===== config.mk =====
export PLATFORM = sky130hd
export DESIGN_NAME = sqp_encode
export DESIGN_NICKNAME = d
export VERILOG_FILES = /design/src/design/sqp_pkg.sv /design/src/design/sqp_encode.sv
export SDC_FILE = /design/constraint.sdc
export NUM_CORES = 2
export LEC_CHECK = 0
export BUFFER_PORTS_ARGS = -buffer_cell sky130_fd_sc_hd__buf_4
export CAP_MARGIN = 20
export CORE_ASPECT_RATIO = 0.9
export CORE_MARGIN = 2
export CORE_UTILIZATION = 35
export DETAILED_ROUTE_END_ITERATION = 10
export SYNTH_ARGS = -nofsm -noshare
export SYNTH_HDL_FRONTEND = slang
export SYNTH_SLANG_ARGS = --single-unit

===== constraint.sdc =====
create_clock -name clk -period 15.2 [get_ports clk]
set_clock_uncertainty 0.05 [all_clocks]
set_input_delay 1.52 -clock clk [delete_from_list [all_inputs] [get_ports clk]]
set_output_delay 1.52 -clock clk [all_outputs]
set_load 0.01 [all_outputs]

===== src/design/sqp_pkg.sv =====
// sqp_pkg: widths, constants and types shared by the quaternion packer
// no dependencies; imported by every sqp module and by the top level
`default_nettype none

package sqp_pkg;

    // input and component counts
    localparam int INPUT_BITS = 16;
    localparam int NUM_COMP   = 4;
    localparam int IDX_BITS   = 2;
    localparam int MAG_BITS   = INPUT_BITS;
    localparam int POS_BITS   = $clog2(INPUT_BITS);

    // normalised magnitudes: top bit lands at position NORM_TOP
    localparam int NORM_BITS  = 16;
    localparam int NORM_TOP   = NORM_BITS - 1;
    localparam int SQ_BITS    = 2 * NORM_BITS;
    localparam int SUM_BITS   = SQ_BITS + 2;

    // square root of sum * 2^28
    localparam int RAD_SHIFT  = 28;
    localparam int RAD_BITS   = SUM_BITS + RAD_SHIFT;
    localparam int ROOT_BITS  = RAD_BITS / 2;
    localparam int REM_BITS   = ROOT_BITS + 1;

    // division (r * 2^29 + L/2) / L
    localparam int NUM_SHIFT  = 29;
    localparam int NUM_BITS   = NORM_BITS + NUM_SHIFT + 1;
    localparam int QUO_BITS   = 17;
    localparam int N_BITS     = 15;

    // byte mapping
    localparam int GAIN_BITS  = 24;
    localparam logic [GAIN_BITS-1:0] SQRT2_GAIN = GAIN_BITS'(11816942);
    localparam int PROD_BITS  = GAIN_BITS + N_BITS;
    localparam int BYTE_SHIFT = 31;
    localparam logic [7:0] TAG_BASE  = 8'd252;
    localparam logic [7:0] BYTE_MID  = 8'd128;

    // cycles from an accepted item to its result strobe
    localparam int LAT_PREP   = 4;
    localparam int LAT_SQRT   = ROOT_BITS + 1;
    localparam int LAT_DIV    = QUO_BITS + 1;
    localparam int LAT_ENC    = 3;
    localparam int LATENCY    = LAT_PREP + LAT_SQRT + LAT_DIV + LAT_ENC;

    typedef logic [NORM_BITS-1:0] norm_t;
    typedef logic [QUO_BITS-1:0]  quo_t;

    // sideband carried with each item through the arithmetic stages
    typedef struct packed {
        norm_t [NUM_COMP-1:0]  r;
        logic  [NUM_COMP-1:0]  neg;
        logic                  zero;
    } meta_t;

endpackage

`default_nettype wire


===== src/design/sqp_encode.sv =====
// sqp_encode: saturation, largest pick, sign fold, sqrt(2) gain and byte packing
// depends on sqp_pkg
`default_nettype none

module sqp_encode
    import sqp_pkg::*;
(
    input  wire logic          clk,
    input  wire logic          rst_n,
    input  wire logic          in_valid,
    input  wire quo_t [NUM_COMP-1:0] in_quo,
    input  wire meta_t         in_meta,
    output logic               out_valid,
    output logic [7:0]         out_first,
    output logic [7:0]         out_second,
    output logic [7:0]         out_third,
    output logic [7:0]         out_tag
);

    logic [2:0]                          vld_reg;
    logic [NUM_COMP-1:0][N_BITS-1:0]     n_next, n_reg;
    logic [NUM_COMP-1:0]                 neg_next, neg_a_reg, neg_b_reg;
    logic [IDX_BITS-1:0]                 big_next, big_a_reg, big_b_reg;
    logic                                zero_a_reg, zero_b_reg;
    logic [NUM_COMP-1:0][PROD_BITS-1:0]  prod_reg;
    logic [NUM_COMP-1:0][7:0]            byte_val;
    logic [2:0][7:0]                     kept;
    logic [IDX_BITS-1:0]                 pick;
    logic [7:0]                          first_reg, second_reg, third_reg, tag_reg;

    // product to byte, rounding down (towards minus infinity) then saturating
    function automatic logic [7:0] to_byte(input logic [PROD_BITS-1:0] t, input logic neg);
        logic [PROD_BITS-1:0] q;
        logic [7:0]           r;
        if (!neg)
        begin
            q = t >> BYTE_SHIFT;
            r = (q >= PROD_BITS'(127)) ? 8'd255 : 8'(BYTE_MID + q[7:0]);
        end
        else
        begin
            q = (t + PROD_BITS'((64'd1 << BYTE_SHIFT) - 64'd1)) >> BYTE_SHIFT;
            r = (q >= PROD_BITS'(128)) ? 8'd0 : 8'(BYTE_MID - q[7:0]);
        end
        return r;
    endfunction

    // valid chain
    always_ff @(posedge clk or negedge rst_n)
    begin
        if (!rst_n)
        begin
            vld_reg <= '0;
        end
        else
        begin
            vld_reg <= {vld_reg[1:0], in_valid};
        end
    end

    // saturate, pick the first largest, fold signs
    always_comb
    begin
        for (int i = 0; i < NUM_COMP; i++)
        begin
            n_next[i] = (in_quo[i] > QUO_BITS'({N_BITS{1'b1}})) ? {N_BITS{1'b1}}
                                                                 : in_quo[i][N_BITS-1:0];
        end
        big_next = '0;
        for (int i = 1; i < NUM_COMP; i++)
        begin
            if (n_next[i] > n_next[big_next])
            begin
                big_next = IDX_BITS'(i);
            end
        end
        neg_next = in_meta.neg ^ {NUM_COMP{in_meta.neg[big_next]}};
    end

    // stage a and b: magnitudes, then gain products
    always_ff @(posedge clk)
    begin
        n_reg      <= n_next;
        neg_a_reg  <= neg_next;
        big_a_reg  <= big_next;
        zero_a_reg <= in_meta.zero;
        neg_b_reg  <= neg_a_reg;
        big_b_reg  <= big_a_reg;
        zero_b_reg <= zero_a_reg;
        for (int i = 0; i < NUM_COMP; i++)
        begin
            prod_reg[i] <= PROD_BITS'(SQRT2_GAIN) * PROD_BITS'(n_reg[i]);
        end
    end

    // bytes and selection of the three kept components
    always_comb
    begin
        for (int i = 0; i < NUM_COMP; i++)
        begin
            byte_val[i] = to_byte(prod_reg[i], neg_b_reg[i]);
        end
        for (int k = 0; k < 3; k++)
        begin
            pick    = (IDX_BITS'(k) < big_b_reg) ? IDX_BITS'(k) : IDX_BITS'(k + 1);
            kept[k] = zero_b_reg ? BYTE_MID : byte_val[pick];
        end
    end

    // output register
    always_ff @(posedge clk)
    begin
        first_reg  <= kept[0];
        second_reg <= kept[1];
        third_reg  <= kept[2];
        tag_reg    <= zero_b_reg ? TAG_BASE : 8'(TAG_BASE + 8'(big_b_reg));
    end

    assign out_valid  = vld_reg[2];
    assign out_first  = first_reg;
    assign out_second = second_reg;
    assign out_third  = third_reg;
    assign out_tag    = tag_reg;

endmodule

`default_nettype wire


==> run metrics <==
top achievable clock speed 0.1145 GHz; Initial Util 35.45%; run status completed; total gr overflow 0; Netlist cell types 83; RSZ-0062 raised after global routing false; Critical Path Max Stage Delay 670 ps; number of buffers added for setup after CTS 0; Synth area leader fa_1; Clock Sinks 255; hold_buf cts 0; Slew HR 28.65%; Largest register FFs 152; EDFF count, synth 0; routed via count 23238; min-delay worst type reg -> reg; max-slew violations 0; htree depth 2; Post-CTS Resized 0; Syn. warnings 0; post-DR vias/cell 4.828; die height 298.2 um; share of cells above drive strength 1 5.702%; drt first pass iters 8; core occupancy in the finished layout 39.09%; part of the cycle the worst path needs 57.46%; GRT Overall Usage 17.66%; Arrival @ worst endpoint 9180 ps; drt initial violations 1208; global-route wire length before repair 134.0 mm; commonest non-fill, non-tap cell in the layout inv_1; port bufs 102; routability cong. 0.9524; total of max-cap violations 0; Post-synth top flop dfxtp_1; Final Net Count 4799; Mapped Area 33650 um2; Clk pin slew, worst setup/hold paths 50 ps; vias in the first global route 23750; CP startpoint kind input pin; largest net degree at the start of global routing 30; die area 98640 um2; most frequent cells in the layout inv_1 (777), ha_1 (620), fa_1 (503), dfxtp_1 (252), a21oi_1 (164); Final ANT Viol Nets 0; register bit count reported by yosys 255; # rows 107; Seq/Total Area, Yosys 15.22%; Worst-Skew Late Latency 570 ps; CTS root buf clkbuf_16; IO Pins 173; slowest CP cell nor3_1; total CTS buffers 35; Max Fanout on Critical Path 29; area grow syn2layout 10.27%; DRC 0; Die Wd 330.8 um; Worst Path Required 15640 ps; Tmin final 8733 ps; routed wire length 84.87 mm; DP Wirelength 74.57 mm; FILL cells 9350; CTS tree done; Routed WL per cell 17.63 um; Worst-Margin Slew 1059 ps; Core ar. 94920 um2; Area contributors post-synth fa_1 (30%), ha_1 (23%), dfxtp_1 (15%); Crit Path Class in -> reg; CTS max path bufs 3; post-route setup TNS 0 ps; ys async rst share 1.176%; syn avg cell area 9.808 um2; final setup vio count 0; crit end category flop; synthesized netlist cell count 3431; initial antenna violation count 3; diode count 0; Yosys top cell area share 29.92%; final hold viol count 0
-- cells in the mapped netlist (15+ instances only) --
master / instances
inv_1: 777
ha_1: 620
fa_1: 503
dfxtp_1: 252
a21oi_1: 164
nor2_1: 162
xnor2_1: 109
nand2_1: 100
o21ai_0: 86
a21o_1: 63
or3_1: 56
xor2_1: 41
nand3_1: 35
nor3_1: 34
o21bai_1: 34
clkbuf_1: 32
nor4_1: 30
nand4_1: 28
o21a_1: 27
nand2b_1: 24
a211oi_1: 23
nor2b_1: 20
a31oi_1: 17
o211ai_1: 15
-- metal layers --
metal	up-vias	global-route usage, %	routed length [um]
met4	2	4.439	2069
li1	11399	-	-
met3	98	5.373	7354
met2	525	25.20	34410
met5	-	0	13
met1	11214	25.74	41020
-- kinds of logic after synthesis --
family | after synthesis | synth area share [%]
and+or+nand+nor | 546 | 8.117
buffers and inverters | 819 | 9.244
other | 1 | 0.01114
xor gates and xnor gates | 150 | 3.904
DFF | 255 | 15.22
adders and majority gates | 1125 | 53.05
AOI/OAI and AO/OA | 519 | 9.980
muxes | 16 | 0.4834
-- worst max-delay path, delay by kind of cell --
family | cells | cell delay [ps]
fa+ha+maj | 4 | 1120
xor+xnor | 1 | 150
simple gates | 5 | 1320
buf+inv | 2 | 680
compound gates | 17 | 3880
mux | 1 | 480
-- area by class of cell --
type | instances | area [um2] | share of cell area [%]
Clock buffer | 47 | 1021 | 2.751
Tap cell | 1253 | 1568 | 4.225
Clock inverter | 14 | 255.2 | 0.6879
Timing Repair Buffer | 105 | 788.3 | 2.124
Inverter | 777 | 2917 | 7.860
Sequential cell | 255 | 5120 | 13.80
Multi-Input combinational cell | 2362 | 25440 | 68.55
-- final timing paths --
check / startpoint / end / slack (ps) / cells after the start
setup / recovery: in_quo[32] / neg_a_reg[3] / 6470 / 30
hold / removal: zero_a_reg / zero_b_reg / 270 / 0
setup reg to reg: n_reg[30] / prod_reg[116] / 8210 / 20
hold reg to reg: zero_a_reg / zero_b_reg / 270 / 0
max in group asynchronous: rst_n / vld_reg[1] / 14330 / 1
min in group asynchronous: rst_n / vld_reg[0] / 670 / 1
-- metrics by stage --
step / hold slack, ps / worst slack (ps) / std cells / cell area, um2
6_report: 274.4 / 6467 / 4813 / 37110
4_1_cts: 276.1 / 6648 / 4813 / 37110
3_3_place_gp: 262.1 / 6153 / 4752 / 35830
2_1_floorplan: 259.6 / 7717 / 3436 / 33670
3_5_place_dp: 262.1 / 6092 / 4752 / 35830
5_1_grt: 280.3 / 5789 / 4813 / 37110
Power is left out: the tool's default activity adds up to more than one toggle a clock period on the data nets, which glitch-free logic cannot reach.
