`src/design/sqp_pkg.sv`:
```
// sqp_pkg: widths, constants and types shared by the quaternion packer
// no dependencies; imported by every sqp module and by the top level
`default_nettype none

package sqp_pkg;

    // input and component counts
    localparam int INPUT_BITS = 16;
    localparam int NUM_COMP   = 4;
    localparam int IDX_BITS   = 2;
    localparam int MAG_BITS   = INPUT_BITS;
    localparam int POS_BITS   = $clog2(INPUT_BITS);

    // normalised magnitudes: top bit lands at position NORM_TOP
    localparam int NORM_BITS  = 16;
    localparam int NORM_TOP   = NORM_BITS - 1;
    localparam int SQ_BITS    = 2 * NORM_BITS;
    localparam int SUM_BITS   = SQ_BITS + 2;

    // square root of sum * 2^28
    localparam int RAD_SHIFT  = 28;
    localparam int RAD_BITS   = SUM_BITS + RAD_SHIFT;
    localparam int ROOT_BITS  = RAD_BITS / 2;
    localparam int REM_BITS   = ROOT_BITS + 1;

    // division (r * 2^29 + L/2) / L
    localparam int NUM_SHIFT  = 29;
    localparam int NUM_BITS   = NORM_BITS + NUM_SHIFT + 1;
    localparam int QUO_BITS   = 17;
    localparam int N_BITS     = 15;

    // byte mapping
    localparam int GAIN_BITS  = 24;
    localparam logic [GAIN_BITS-1:0] SQRT2_GAIN = GAIN_BITS'(11816942);
    localparam int PROD_BITS  = GAIN_BITS + N_BITS;
    localparam int BYTE_SHIFT = 31;
    localparam logic [7:0] TAG_BASE  = 8'd252;
    localparam logic [7:0] BYTE_MID  = 8'd128;

    // cycles from an accepted item to its result strobe
    localparam int LAT_PREP   = 4;
    localparam int LAT_SQRT   = ROOT_BITS + 1;
    localparam int LAT_DIV    = QUO_BITS + 1;
    localparam int LAT_ENC    = 3;
    localparam int LATENCY    = LAT_PREP + LAT_SQRT + LAT_DIV + LAT_ENC;

    typedef logic [NORM_BITS-1:0] norm_t;
    typedef logic [QUO_BITS-1:0]  quo_t;

    // sideband carried with each item through the arithmetic stages
    typedef struct packed {
        norm_t [NUM_COMP-1:0]  r;
        logic  [NUM_COMP-1:0]  neg;
        logic                  zero;
    } meta_t;

endpackage

`default_nettype wire

```
`src/design/sqp_prep.sv`:
```
// sqp_prep: magnitudes, normalising shift, squares and sum of squares
// depends on sqp_pkg
`default_nettype none

module sqp_prep
    import sqp_pkg::*;
(
    input  wire logic                          clk,
    input  wire logic                          rst_n,
    input  wire logic                          in_valid,
    input  wire logic [NUM_COMP-1:0][INPUT_BITS-1:0] comp,
    output logic                               out_valid,
    output logic [SUM_BITS-1:0]                out_sum,
    output meta_t                              out_meta
);

    logic [NUM_COMP-1:0][MAG_BITS-1:0] mag_reg;
    logic [NUM_COMP-1:0]               neg_reg;
    logic [3:0]                        vld_reg;
    meta_t                             meta_b_reg, meta_c_reg, meta_d_reg;
    meta_t                             meta_b_next;
    logic [NUM_COMP-1:0][SQ_BITS-1:0]  sq_reg;
    logic [SUM_BITS-1:0]               sum_reg;
    logic [MAG_BITS-1:0]               mag_max;
    logic [POS_BITS-1:0]               top_pos;
    logic [MAG_BITS+NORM_BITS-1:0]     shifted;

    // valid chain
    always_ff @(posedge clk or negedge rst_n)
    begin
        if (!rst_n)
        begin
            vld_reg <= '0;
        end
        else
        begin
            vld_reg <= {vld_reg[2:0], in_valid};
        end
    end

    // stage a: signs and magnitudes
    always_ff @(posedge clk)
    begin
        for (int i = 0; i < NUM_COMP; i++)
        begin
            neg_reg[i] <= comp[i][INPUT_BITS-1];
            mag_reg[i] <= comp[i][INPUT_BITS-1] ? MAG_BITS'(~comp[i] + 1'b1) : comp[i];
        end
    end

    // largest magnitude, its top bit and the normalising shift
    always_comb
    begin
        mag_max = '0;
        for (int i = 0; i < NUM_COMP; i++)
        begin
            if (mag_reg[i] > mag_max)
            begin
                mag_max = mag_reg[i];
            end
        end
        top_pos = '0;
        for (int b = 0; b < MAG_BITS; b++)
        begin
            if (mag_max[b])
            begin
                top_pos = POS_BITS'(b);
            end
        end
        meta_b_next.neg  = neg_reg;
        meta_b_next.zero = (mag_max == '0);
        for (int i = 0; i < NUM_COMP; i++)
        begin
            if (top_pos > POS_BITS'(NORM_TOP))
            begin
                shifted = (MAG_BITS+NORM_BITS)'(mag_reg[i])
                          >> (top_pos - POS_BITS'(NORM_TOP));
            end
            else
            begin
                shifted = (MAG_BITS+NORM_BITS)'(mag_reg[i])
                          << (POS_BITS'(NORM_TOP) - top_pos);
            end
            meta_b_next.r[i] = shifted[NORM_BITS-1:0];
        end
    end

    // stage b, c, d: normalised values, squares, sum
    always_ff @(posedge clk)
    begin
        meta_b_reg <= meta_b_next;
        meta_c_reg <= meta_b_reg;
        meta_d_reg <= meta_c_reg;
        for (int i = 0; i < NUM_COMP; i++)
        begin
            sq_reg[i] <= SQ_BITS'(meta_b_reg.r[i]) * SQ_BITS'(meta_b_reg.r[i]);
        end
        sum_reg <= SUM_BITS'(sq_reg[0]) + SUM_BITS'(sq_reg[1])
                 + SUM_BITS'(sq_reg[2]) + SUM_BITS'(sq_reg[3]);
    end

    assign out_valid = vld_reg[3];
    assign out_sum   = sum_reg;
    assign out_meta  = meta_d_reg;

endmodule

`default_nettype wire

```
`config.mk`:
```
export PLATFORM = sky130hd
export DESIGN_NAME = sqp_prep
export DESIGN_NICKNAME = d
export VERILOG_FILES = /design/src/design/sqp_pkg.sv /design/src/design/sqp_prep.sv
export SDC_FILE = /design/constraint.sdc
export NUM_CORES = 2
export LEC_CHECK = 0
export BUFFER_PORTS_ARGS = -buffer_cell sky130_fd_sc_hd__buf_2
export CELL_PAD_IN_SITES_DETAIL_PLACEMENT = 0
export CELL_PAD_IN_SITES_GLOBAL_PLACEMENT = 1
export CORE_MARGIN = 5
export CORE_UTILIZATION = 34
export DETAILED_ROUTE_END_ITERATION = 7
export GPL_ROUTABILITY_DRIVEN = 0
export PLACE_DENSITY_LB_ADDON = 0.1
export SLEW_MARGIN = 20
export SYNTH_ARGS = -nofsm -noshare
export SYNTH_HDL_FRONTEND = slang
export SYNTH_SLANG_ARGS = --single-unit
```
`constraint.sdc`:
```
create_clock -name clk -period 8.64 [get_ports clk]
set_clock_uncertainty 0.1 [all_clocks]
set_input_delay 1.296 -clock clk [delete_from_list [all_inputs] [get_ports clk]]
set_output_delay 1.296 -clock clk [all_outputs]
set_load 0.05 [all_outputs]
```
==> summary.md <==
| Metric | Value |
|---|---|
| Num CTS Buffers | `56` |
| Via Count | `31,300` |
| Sequential fraction of the synthesis area | `a little under a fifth` |
| Final HPWL from detailed placement | `111,000 um` |
| CTS sink cnt | `433` |
| Total global routing overflow | `0` |
| Synth cell count leaders | `inv_1, fa_1, ha_1` |
| Unrepaired setup endpoints after global routing | `yes` |
| Slowest stage cell, crit path | `or4_1` |
| Library cells used by synthesis | `between 80 and 90` |
| Number of global-route vias before repair | `approximately 34,000` |
| CTS max path bufs | `3` |
| Area of the mapped netlist | `0.0453 mm2` |
| Synthesized flop and latch total | `433` |
| Reg2reg setup slack | `0.42 ns` |
| Clk_lat worst skew | `0.65 ns` |
| Layout cells sized above 1 | `9.73%` |
| First-pass GRT wire length | `208,000 um` |
| Most used DFF post-synth | `dfxtp_1` |
| # IOs | `171` |
| Syn. warnings | `0` |
| Syn Area/Cell | `9.64 um2` |
| Cells after Synth | `4,700` |
| Share of the synthesized area in the top cell type | `31.7%` |
| Fmax | `approximately 120 MHz` |
| HP Class | `flip-flop to flip-flop` |
| Max-cap violations | `0` |
| Nets | `6,224` |
| CTS Root Cell | `clkbuf_16` |
| CTS Hold Bufs | `0` |
| Synth area leaders | `fa_1, dfxtp_1, ha_1` |
| Worst r2r path cells | `36` |
| Final WL | `133,000 um` |
| Critical Path AT | `just under 9 ns` |
| Terminus of the critical flop-to-flop path | `meta_b_reg[35]` |
| Initial DRC Count | `1,404` |
| Status | `completed` |
| Max reg flops | `approximately 120` |
| FF-to-FF Start | `mag_reg[9]` |
| Post-route ant nets | `0` |
| Crit path launch | `mag_reg[9]` |
| Core region area | `0.133 mm2` |
| Via-to-Cell Ratio | `4.63` |
| CP Class | `flip-flop to flip-flop` |
| Tot GR Track Use | `around a fifth` |
| Area growth, synth to finish | `12.7%` |
| Dpl ws | `0.223 ns` |
| Slew Viols, Final | `0` |
| Crit start category | `flip-flop` |
| CTS tree | `yes` |
| DR WL/cell | `19.6 um` |
| Worst rel slew slack | `32.9%` |
| CP Capture Type | `flip-flop` |
| Clock period minus worst slack | `8.22 ns` |
| Die Width | `approximately 380 um` |
| Async SR Flop Fraction | `0.924%` |
| Number of core rows | `approximately 130` |
| H-tree depth | `2` |
| Yosys top cell by area | `fa_1` |
| Worst-Margin Slew | `0.981 ns` |
| Period utilisation layout | `a little over nine tenths` |
| Crit path buf inv count | `5` |
| Final setup TNS | `0 ns` |
| CP required | `approximately 9.1 ns` |
| Initial antenna violation count | `20` |
| Final hold vios | `0` |
| Crit Path Max Fanout | `30` |
| Port Buffers | `between 150 and 200` |
| Max incr delay on CP | `between 0.3 and 0.4 ns` |
| Setup violations, final | `0` |
| Die area | `0.141 mm2` |
| Top-count cell post-synth | `inv_1` |
| Die Ht | `375 um` |
| Initial core utilization | `about a third` |
| Top delay family on crit path | `compound AO/OA/AOI/OAI gates` |
| DRC | `0` |
| Pin count of the biggest net entering global routing | `31` |
| First-pass DRT Iterations | `6` |
| Worst Setup EP | `meta_b_reg[35]` |
| Final Worst Setup Slack | `0.417 ns` |
| Post-synth EDFFs | `0` |
| CTS clk-pin slew, worst paths | `0.07 ns` |
| Placed insts | `6,659` |
| Final cell count without fillers | `about 6,800` |
| Stages on worst setup path | `36` |
layout by cell type (no fill, tap or decap), types with 26 or more instances in the layout:
master	instances
clkbuf_16	57
nor2b_1	35
buf_2	170
and2_1	211
nand3_1	40
xor2_1	52
dfxtp_1	429
a21oi_1	151
xnor2_1	168
nor3_1	39
ha_1	483
nand2b_1	33
o21bai_1	26
nand2_1	356
mux2i_1	95
buf_4	138
o31ai_1	29
inv_1	1013
fa_1	718
or3_1	41
nor2_1	238
o21ai_0	92
a21o_1	44
timing repair:
| item | in CTS | in global routing |
|---|---|---|
| buffers inserted | 0 | 6 |
| gates resized for setup | 0 | 17 |
| endpoints found under the setup margin | 0 | 54 |
kinds of logic (layout without fill, tap and decap cells):
logic type | after synthesis | after routing | share of synthesized area (%)
adders and majority gates | 1201 | 1201 | 45.0
DFF | 433 | 433 | 19.2
xor gates and xnor gates | 220 | 220 | 4.25
and+or+nand+nor | 1067 | 1067 | 11.3
AOI/OAI and AO/OA | 518 | 519 | 7.66
buffers and inverters | 1131 | 1432 | 9.61
muxes | 128 | 128 | 2.91
other | 2 | 9 | 0.0166
metrics by stage:
step | hold slack, ns | instance area, um2 | utilization [%]
after global routing | 0.220 | 51100 | 38.4
after detailed placement | 0.212 | 48900 | 36.8
final | 0.212 | 51100 | 38.4
after global placement | 0.210 | 48900 | 36.8
after CTS | 0.208 | 51000 | 38.3
after floorplan | 0.210 | 45300 | -
worst min path at each step:
stage | start | end | slack, ns | depth (start not counted)
floorplan | neg_reg[0] | meta_b_reg[1] | 0.21 | 0
global placement | neg_reg[1] | meta_b_reg[2] | 0.21 | 0
detailed placement | meta_c_reg[47] | out_meta[47] | 0.21 | 0
CTS | meta_c_reg[25] | out_meta[25] | 0.21 | 0
global route | meta_c_reg[25] | out_meta[25] | 0.22 | 0
finish | meta_c_reg[25] | out_meta[25] | 0.21 | 0
layer usage:
layer  GRT usage [%]  part of all wire [%]  vias up
met4            4.11                   2.3        6
met5               0                 0.031        -
met1            26.1                    46    15500
met3            2.62                   4.1      133
met2            32.8                    48      530
li1                -                     -    15200
layout make-up:
type	instances	area (um2)
antenna	6	15.0
clock buffer	65	1490
clock inverter	40	534
fill	13600	81900
inverter	1013	3800
multi-input combinational	3138	32400
sequential	433	8690
tap	1768	2210
timing repair buffer	314	1990
Power is left out: the tool's default activity adds up to more than one toggle a clock period on the data nets, which glitch-free logic cannot reach.
